===== config.mk =====
export PLATFORM = sky130hd
export DESIGN_NAME = hdq_bit_timing_master
export DESIGN_NICKNAME = d
export VERILOG_FILES = /design/src/rtl/core/hbtm_pkg.sv /design/src/rtl/core/hdq_bit_timing_master.sv
export SDC_FILE = /design/constraint.sdc
export NUM_CORES = 1
export LEC_CHECK = 0
export BUFFER_PORTS_ARGS = -buffer_cell sky130_fd_sc_hd__buf_2
export CORE_ASPECT_RATIO = 1.75
export CORE_UTILIZATION = 50
export CTS_CLUSTER_SIZE = 14
export DETAILED_ROUTE_END_ITERATION = 10
export PLACE_DENSITY = 0.68
export SLEW_MARGIN = 20
export SYNTH_ARGS = -nofsm -noshare
export SYNTH_HDL_FRONTEND = slang
export SYNTH_SLANG_ARGS = --single-unit

===== constraint.sdc =====
create_clock -name clk -period 7.7 [get_ports clk]
set_clock_uncertainty 0.05 [all_clocks]
set_input_delay 1.54 -clock clk [delete_from_list [all_inputs] [get_ports clk]]
set_output_delay 1.54 -clock clk [all_outputs]
set_load 0.02 [all_outputs]

===== src/rtl/core/hbtm_pkg.sv =====
// Shared types, codes and timing constants for the HDQ bit timing master.
package hbtm_pkg;

  typedef enum logic [2:0] {
    PH_IDLE = 3'd0,
    PH_GAPA = 3'd1,
    PH_LOW  = 3'd2,
    PH_HIGH = 3'd3,
    PH_SAMP = 3'd4,
    PH_GAPB = 3'd5
  } phase_t;

  localparam logic [1:0] MODE_TICK  = 2'd0;
  localparam logic [1:0] MODE_WRITE = 2'd1;
  localparam logic [1:0] MODE_READ  = 2'd2;
  localparam logic [1:0] MODE_REG   = 2'd3;

  localparam int TIME_W  = 14;
  localparam int BASE_W  = 7;
  localparam int SCALE_W = 8;

  localparam logic [BASE_W-1:0] BASE_W0_LOW  = 7'd60;
  localparam logic [BASE_W-1:0] BASE_W1_LOW  = 7'd6;
  localparam logic [BASE_W-1:0] BASE_W0_HIGH = 7'd10;
  localparam logic [BASE_W-1:0] BASE_W1_HIGH = 7'd64;
  localparam logic [BASE_W-1:0] BASE_RD_HIGH = 7'd9;
  localparam logic [BASE_W-1:0] BASE_GAP     = 7'd55;

  localparam logic [2:0] LAST_BIT = 3'd7;
  localparam logic [7:0] ADDR_MASK = 8'h7f;
  localparam logic [SCALE_W-1:0] SCALE_RESET = 8'd1;

  // Unscaled length of the segment that phase p opens.
  function automatic logic [BASE_W-1:0] seg_base(phase_t p, logic rd, logic bit_val);
    logic [BASE_W-1:0] b;
    case (p)
      PH_LOW:  b = (rd || bit_val) ? BASE_W1_LOW : BASE_W0_LOW;
      PH_HIGH: b = rd ? BASE_RD_HIGH : (bit_val ? BASE_W1_HIGH : BASE_W0_HIGH);
      default: b = BASE_GAP;
    endcase
    return b;
  endfunction

endpackage


===== src/rtl/core/hdq_bit_timing_master.sv =====
// HDQ single-wire master: one time unit of the bit waveform per request.
// A request is held in the input register, and its result in the result register.
// Throughput: one request per cycle unless a result waits on out_ready; the state update
//   and the one 7x8 multiply for the segment length fit in the single stage between the two registers.
// Reset (rst, synchronous): idle, no pending request or result, delay_scale = 1.
// Config writes are always accepted and take effect on the next segment.
module hdq_bit_timing_master (
  input  logic                        clk,
  input  logic                        rst,
  input  logic                        in_valid,
  output logic                        in_ready,
  input  logic [1:0]                  mode,
  input  logic [7:0]                  data_byte,
  input  logic                        line_in,
  output logic                        out_valid,
  input  logic                        out_ready,
  output logic                        line_low,
  output logic                        busy_res,
  output logic [7:0]                  read_value,
  output logic                        read_done,
  output logic                        rejected,
  input  logic                        cfg_valid,
  output logic                        cfg_ready,
  input  logic [hbtm_pkg::SCALE_W-1:0] cfg_data
);
  import hbtm_pkg::*;

  // input register
  logic       s1_valid;
  logic [1:0] s1_mode;
  logic [7:0] s1_data;
  logic       s1_line;

  // block state
  logic [SCALE_W-1:0] delay_scale;
  logic [TIME_W-1:0]  time_left, time_left_next;
  phase_t             phase, phase_next;
  logic [2:0]         bit_index, bit_index_next;
  logic [7:0]         shift_bits, shift_bits_next;
  logic               reading, reading_next;
  logic               active, active_next;

  // result values for this unit
  logic       low_c, busy_c, done_c, rej_c;
  logic [7:0] rv_c;

  logic advance;

  // segment length unit
  logic                do_enter;
  phase_t              enter_ph;
  logic                enter_bit;
  logic [SCALE_W-1:0]  scale_eff;
  logic [BASE_W+SCALE_W-1:0] seg_prod;

  assign advance   = s1_valid && (!out_valid || out_ready);
  assign in_ready  = !s1_valid || advance;
  assign cfg_ready = 1'b1;

  assign scale_eff = (delay_scale == '0) ? SCALE_RESET : delay_scale;
  assign seg_prod  = (BASE_W+SCALE_W)'(seg_base(enter_ph, reading_next, enter_bit)) *
                     (BASE_W+SCALE_W)'(scale_eff);

  always_comb begin
    logic           start;
    logic           cur_active;
    phase_t         cur_ph;
    logic [TIME_W-1:0] tl_dec;
    logic           bit_end;

    active_next     = active;
    reading_next    = reading;
    bit_index_next  = bit_index;
    shift_bits_next = shift_bits;
    phase_next      = phase;
    time_left_next  = time_left;
    do_enter        = 1'b0;
    enter_ph        = PH_GAPB;
    enter_bit       = 1'b0;
    low_c  = 1'b0;
    busy_c = 1'b0;
    done_c = 1'b0;
    rej_c  = 1'b0;
    rv_c   = '0;
    bit_end = 1'b0;
    tl_dec  = '0;

    start      = !active && (s1_mode != MODE_TICK);
    rej_c      = active && (s1_mode != MODE_TICK);
    cur_active = active || start;
    cur_ph     = phase;

    if (start) begin
      // the accepting unit is the first unit of bit 0; its segment is never shorter than 6
      active_next     = 1'b1;
      reading_next    = (s1_mode == MODE_READ);
      bit_index_next  = '0;
      shift_bits_next = (s1_mode == MODE_WRITE) ? s1_data :
                        (s1_mode == MODE_REG) ? (s1_data & ADDR_MASK) : 8'h00;
      enter_ph        = (s1_mode == MODE_READ) ? PH_GAPA : PH_LOW;
      enter_bit       = shift_bits_next[0];
      cur_ph          = enter_ph;
      busy_c          = 1'b1;
      low_c           = (enter_ph == PH_LOW);
      phase_next      = enter_ph;
      time_left_next  = seg_prod[TIME_W-1:0] - TIME_W'(1);
    end else if (cur_active) begin
      busy_c = 1'b1;
      low_c  = (cur_ph == PH_LOW);
      tl_dec = (time_left != '0) ? time_left - TIME_W'(1) : '0;
      time_left_next = tl_dec;
      if (tl_dec == '0) begin
        unique case (phase)
          PH_GAPA: begin
            do_enter  = 1'b1;
            enter_ph  = PH_LOW;
            enter_bit = shift_bits[bit_index];
          end
          PH_LOW: begin
            do_enter  = 1'b1;
            enter_ph  = PH_HIGH;
            enter_bit = shift_bits[bit_index];
          end
          PH_HIGH: begin
            if (reading) begin
              shift_bits_next = shift_bits | (8'(s1_line) << bit_index);
              do_enter        = 1'b1;
              enter_ph        = PH_SAMP;
            end else begin
              bit_end = 1'b1;
            end
          end
          PH_SAMP: begin
            do_enter = 1'b1;
            enter_ph = PH_GAPB;
          end
          default: bit_end = 1'b1;
        endcase
        if (bit_end) begin
          if (bit_index >= LAST_BIT) begin
            if (reading) begin
              done_c = 1'b1;
              rv_c   = shift_bits;
            end
            active_next    = 1'b0;
            phase_next     = PH_IDLE;
            time_left_next = '0;
            bit_index_next = '0;
          end else begin
            bit_index_next = bit_index + 3'd1;
            do_enter       = 1'b1;
            enter_ph       = reading ? PH_GAPA : PH_LOW;
            enter_bit      = shift_bits[bit_index_next];
          end
        end
        if (do_enter) begin
          phase_next     = enter_ph;
          time_left_next = seg_prod[TIME_W-1:0];
        end
      end
    end
  end

  always_ff @(posedge clk) begin
    if (rst) begin
      s1_valid    <= 1'b0;
      out_valid   <= 1'b0;
      delay_scale <= SCALE_RESET;
      time_left   <= '0;
      phase       <= PH_IDLE;
      bit_index   <= '0;
      shift_bits  <= '0;
      reading     <= 1'b0;
      active      <= 1'b0;
    end else begin
      if (cfg_valid && cfg_ready) begin
        delay_scale <= cfg_data;
      end
      if (in_valid && in_ready) begin
        s1_valid <= 1'b1;
      end else if (advance) begin
        s1_valid <= 1'b0;
      end
      if (advance) begin
        out_valid  <= 1'b1;
        time_left  <= time_left_next;
        phase      <= phase_next;
        bit_index  <= bit_index_next;
        shift_bits <= shift_bits_next;
        reading    <= reading_next;
        active     <= active_next;
      end else if (out_ready) begin
        out_valid <= 1'b0;
      end
    end
  end

  // payload registers
  always_ff @(posedge clk) begin
    if (in_valid && in_ready) begin
      s1_mode <= mode;
      s1_data <= data_byte;
      s1_line <= line_in;
    end
    if (advance) begin
      line_low   <= low_c;
      busy_res   <= busy_c;
      read_value <= rv_c;
      read_done  <= done_c;
      rejected   <= rej_c;
    end
  end

  a_active_has_phase: assert property (@(posedge clk) disable iff (rst)
    active |-> (phase != PH_IDLE))
    else $error("active without a bit phase");

  a_idle_no_time: assert property (@(posedge clk) disable iff (rst)
    !active |-> (time_left == '0) && (bit_index == '0))
    else $error("idle with leftover timing state");

  a_done_is_busy: assert property (@(posedge clk) disable iff (rst)
    (out_valid && read_done) |-> busy_res)
    else $error("read_done outside an operation");

  // a reject can land in the unit that completes a read
  a_reject_is_busy: assert property (@(posedge clk) disable iff (rst)
    (out_valid && rejected) |-> busy_res)
    else $error("reject while idle");

  a_scale_write: assert property (@(posedge clk) disable iff (rst)
    (cfg_valid && cfg_ready) |=> (delay_scale == $past(cfg_data)))
    else $error("scale write lost");

endmodule


# --- After elaboration in Yosys (flattened, before gate mapping) ---
# Index checks and enable logic that the tools add are counted.
word_totals:
  register_bits: 63
  inputBits: 24
  output_inout_bits: 15
classes:
  reduce_logical: 34
  n_shift: 1
  eq_ne: 10
  multipliers: 1
  n_lt_le_gt_ge: 3
  addsub: 3
  bitwise: 6
  mux: 74
op_table:
  columns: ["operator", "n"]
  rows:
  - ["$mux 14", 7]
  - ["$mux 8", 7]
  - ["$mux 3", 16]
  - ["$mux 1", 32]
  - ["$sub 14x1->14 const B", 2]
  - ["$mux 7", 3]
  - ["$reduce_bool 2->1", 9]
  - ["$reduce_and 5->1", 3]
  - ["$logic_not 14->1", 1]
  - ["$mul 7x8->14", 1]
  - ["$pmux 7 s2", 1]
  - ["$reduce_bool 14->1", 1]
  - ["$eq 3x2->1 const B", 4]
  - ["$pmux 3 s3", 1]
  - ["$logic_not 8->1", 1]
  - ["$lt 3x4->1 const B", 2]
  - ["$or 8x8->8", 1]
  - ["$shl 1x3->8", 1]
  - ["$bmux 1 s3", 2]
  - ["$eq 2x2->1 const B", 3]
  - ["$mux 6", 1]
  - ["$reduce_bool 3->1", 2]
  - ["$reduce_or 6->1", 1]
  - ["$not 1->1", 5]
  - ["other kinds (15)", 25]

# --- Depth between registers and ports, before layout ---
depth:
  word_depth: 18
  mapped_depth: 28
  ltp_nobuf: 27

# --- Worst setup path after synthesis ---
# No wires, ideal clock.
synth_timing:
  path_type: "register -> register"
  start: "register time_left[0]"
  end: "register time_left[13]"
  arrival_ns: 7.670
  stages_incl_launch_ff: 29
  path_slack_ns: -0.151
  n_path_buf: 1
  synth_period_minus_slack_ns: 7.851
  path_cell_list: "dfxtp_1 -> inv_1 -> ha_1 -> buf_2 -> or4b_4 -> nor4_4 -> o22ai_2 -> or4b_4 -> a2111oi_4 -> nand2b_1 -> a21boi_1 -> and2_1 -> fa_1 -> inv_1 -> fa_1 -> inv_1 -> fa_1 -> inv_1 -> fa_1 -> inv_1 -> ha_1 -> nor2b_1 -> a221o_1 -> a211oi_1 -> a21boi_0 -> nand4_1 -> a2111o_1 -> xnor2_1 -> o32ai_2"
synth_via:
  elab_chain_cells: 14
  word_cells_on_any_way: 25
  classes_between: "add/sub: 2; mul: 1; eq/ne: 2; mux: 17; reduce/logical: 3"
synth_lines:
  columns: ["item", "line", "rtl"]
  rows:
  - ["start: declaration", "hdq_bit_timing_master.sv:36", "logic [TIME_W-1:0] time_left, time_left_next;"]
  - ["start signal: assignment", "hdq_bit_timing_master.sv:186", "time_left <= time_left_next;"]
  - ["$sub 14x1->14 / $reduce_bool 14->1 (equally long branches)", "hdq_bit_timing_master.sv:110", "tl_dec = (time_left != '0) ? time_left - TIME_W'(1) : '0;"]
  - ["$mux 14 *", "hdq_bit_timing_master.sv:110", null]
  - ["parallel branches: the longest is 11 deep, another holds $mul 7x8->14", null, null]
  - ["$mux 14 *", "hdq_bit_timing_master.sv:93", "if (start) begin"]
# Every way passes the cells marked *. The select of a mux whose other input is x is not followed.
# A chain may end at the register's enable or synchronous reset.

# --- Final worst setup path ---
# Same ends and word-level chain as after synthesis.

==> results.ini <==
[detailed_routing]
vias=5304
drtIter0Drc=438
wl_per_cell_um=20.19
drcViolationCount=0
drt_first_pass_iters=5
drtAntennaViolNets=0
drt_wl_total_um=16940
via_per_inst=6.322

[placed_design]
placed_area_um2=6142
dpl.cell_count=823
io_buffer_count=37
routabilityCongestion=0.9984
dpl.hpwl_um=12980
dp_slack_ps=-106.2

[yosys]
ys_seq_area_frac=0.2593
async_reset_ff_frac=0
postSynthCellCount=661
syn_nets=748
dominantRegCellSynth=dfxtp_1
yosys_warnings=0
synth_area_per_cell_um2=8.702
synth_seq_cells=63
synth_edf_count=23
ys_types=83
netlist_area_um2=5752

[final_layout]
fin_nets=789
drive_above_1_share=0.1584
antenna-diode-count=0
final_area_um2=6487
instances_no_fill=839
final_cell_mix=73 x nor2_1, 50 x nand2_1, 43 x inv_1
syn2layout_area_growth_pct=12.79
final_common_cell=nor2_1

[sta]
fin_crit_ps=7384
drv_slew=0
hold_viol_final=0
setup_violations=0
setup_ws_ps=316.1
tns_ps=0
rsz0062_at_grt=false
relSlewSlack=0.3168
fmax_ghz=0.1354
worstMarginPinSlew_ps=1020
fin_crit_sh=0.9589

[power]
p_seq_frac=0.266
p_sw_frac=0.4168
p_leak_nw=2.764
intPower_w=0.0008700
clockPowerShare=0.256
netSwitchingPower_w=0.0006219
combPwrFrac=0.478
ir_worst_vdd_v=0.0001409
p_per_area_nw_per_um2=230.0

[setup_path]
cp.required_ps=7900
r2r-start=time_left[0]
path_buf_inv=4
critPathMaxStageDelay_ps=550
cpMostUsedCell=fa_1
cp.arrival_ps=7580
critPathCaptureType=flip-flop
worstRegToRegCells=26
cp_top_family=adder cells
rrSetupSlack_ps=320
crit_slowest_cell=fa_1
cp_max_fo=7
path_class=flip-flop to flip-flop
r2r-end=time_left[13]
start_kind=flip-flop

[die]
fp.dieH_um=143.9
start_util=0.5151
rows=51
die-area_um2=11950
ios=39
coreArea_um2=11170
die_w_um=83.08

[status]
status=completed

[clock_tree]
ctsHtreeMaxLevel=3
clk_latency_ps=330
clock_path_buffers=2
cts_tree=done
root_buffer=clkbuf_16
cts.sinks=63
path_clk_slew_ps=60
cts_buffers=9

[hold_path]
hold_path.class=flip-flop to flip-flop
worst_hold_startpoint=s1_valid
hold_end=out_valid
whs_path_depth=2

[flow_run]
cap_viol_max_count=0

[global_routing]
antenna_found_initial=0
gr-usage-all-layers=0.2873
grt_max_degree=37
grt_pass1_wl_um=26760
grt_overflow_total=0
grt_pass1_vias=5194

per-layer routing:
metal  global-route usage  vias to the layer above  part of all wire
met1               0.3159                     2543              0.38
li1                     -                     2475                 -
met4               0.1452                        0             0.041
met5                    0                        -                 0
met3              0.03389                       51             0.050
met2               0.5397                      235              0.53
through the flow:
step	util	total power [W]	hold WS, ps
finish	0.5810	0.001492	469.8
global route	0.5810	0.001584	505.8
CTS	0.5747	0.001458	473.4
detailed placement	0.5500	0.001070	459.3
global placement	0.5500	0.001064	432.9
floorplan	-	0.0008658	417.3
sequential cells by signal (all words and copies together) (netlist names):
signal       cells
time_left       14
delay_scale      8
read_value       8
s1_data          8
shift_bits       8
bit_index        3
phase            3
s1_mode          2
active           1
busy_res         1
line_low         1
out_valid        1
read_done        1
reading          1
rejected         1
s1_line          1
s1_valid         1
how the worst max path moves through the flow:
| stage | from | endpoint | slack, ps | depth (start not counted) |
|---|---|---|---|---|
| finish | time_left[0] | time_left[13] | 320 | 26 |
| global route | time_left[1] | time_left[13] | 30 | 25 |
| CTS | time_left[0] | time_left[13] | 10 | 27 |
| detailed placement | time_left[0] | time_left[13] | -110 | 27 |
| global placement | time_left[0] | time_left[13] | 170 | 27 |
| floorplan | time_left[0] | time_left[13] | 2 | 28 |
cell type report:
cell class,count,area (um2)
Sequential cell,63,1491
Clock inverter,7,47.55
Clock buffer,9,225.2
Inverter,43,161.4
Fill cell,1017,4679
Timing Repair Buffer,59,350.3
Tap cell,132,165.2
Multi-Input combinational cell,526,4046
power groups by stage:
stage,Clock [W],Combinational [W],Sequential [W]
after floorplan,0,0.000476,0.000390
after global placement,0,0.000662,0.000402
after detailed placement,0,0.000668,0.000402
after CTS,0.000388,0.000674,0.000395
after global routing,0.000401,0.000784,0.000399
final,0.000382,0.000713,0.000397
what timing repair did:
action | 4_1_cts | 5_1_grt
hold buffers | 0 | 0
buffers inserted | 0 | 0
gates resized for setup | 2 | 13
endpoints found under the setup margin | 4 | 6
pin swaps | 0 | 3
cell usage after synthesis, drive strengths merged, types with 5 or more instances:
| cell type | number | area, um2 |
|---|---|---|
| a211oi | 18 | 140.1 |
| a21o | 6 | 45.04 |
| a21oi | 38 | 190.2 |
| a31oi | 13 | 81.33 |
| and2 | 43 | 269.0 |
| buf | 8 | 48.79 |
| clkbuf | 21 | 78.83 |
| dfxtp | 40 | 800.8 |
| edfxtp | 23 | 690.7 |
| fa | 28 | 560.5 |
| ha | 35 | 437.9 |
| inv | 43 | 161.4 |
| mux2i | 16 | 160.2 |
| nand2 | 50 | 187.7 |
| nand2b | 10 | 65.06 |
| nand3 | 11 | 55.05 |
| nand4 | 6 | 37.54 |
| nor2 | 73 | 274.0 |
| nor2b | 17 | 106.4 |
| nor3 | 16 | 85.08 |
| o211a | 5 | 50.05 |
| o211ai | 5 | 42.54 |
| o21ai | 29 | 148.9 |
| o31ai | 5 | 37.54 |
| or3 | 8 | 50.05 |
| xnor2 | 8 | 70.07 |
| xor2 | 8 | 70.07 |
kinds of logic after synthesis:
family	Yosys count	share of synthesized area
and+or+nand+nor	262	0.2415
DFF	63	0.2593
buffers and inverters	72	0.05025
adders and majority gates	63	0.1736
xor gates and xnor gates	17	0.02828
other	1	0.0006520
AOI/OAI and AO/OA	163	0.2030
muxes	20	0.04351
worst reg2reg max path: stages, from the launching register on:
cell	delay [ps]
dfxtp_1	310
inv_1	100
ha_2	260
nor4b_1	260
buf_4	180
and4_1	280
o221ai_1	160
or4b_4	520
a2111oi_4	250
o211a_1	220
nand2b_2	160
and2_1	200
fa_1	460
fa_1	540
fa_1	550
inv_1	60
fa_1	530
inv_1	50
ha_1	280
nor3_2	280
o211a_1	260
o31ai_2	100
a21o_1	200
a21oi_1	170
xnor3_1	500
o21a_1	220
o32ai_2	180
Note: power is estimated with default switching activity, not from simulation.
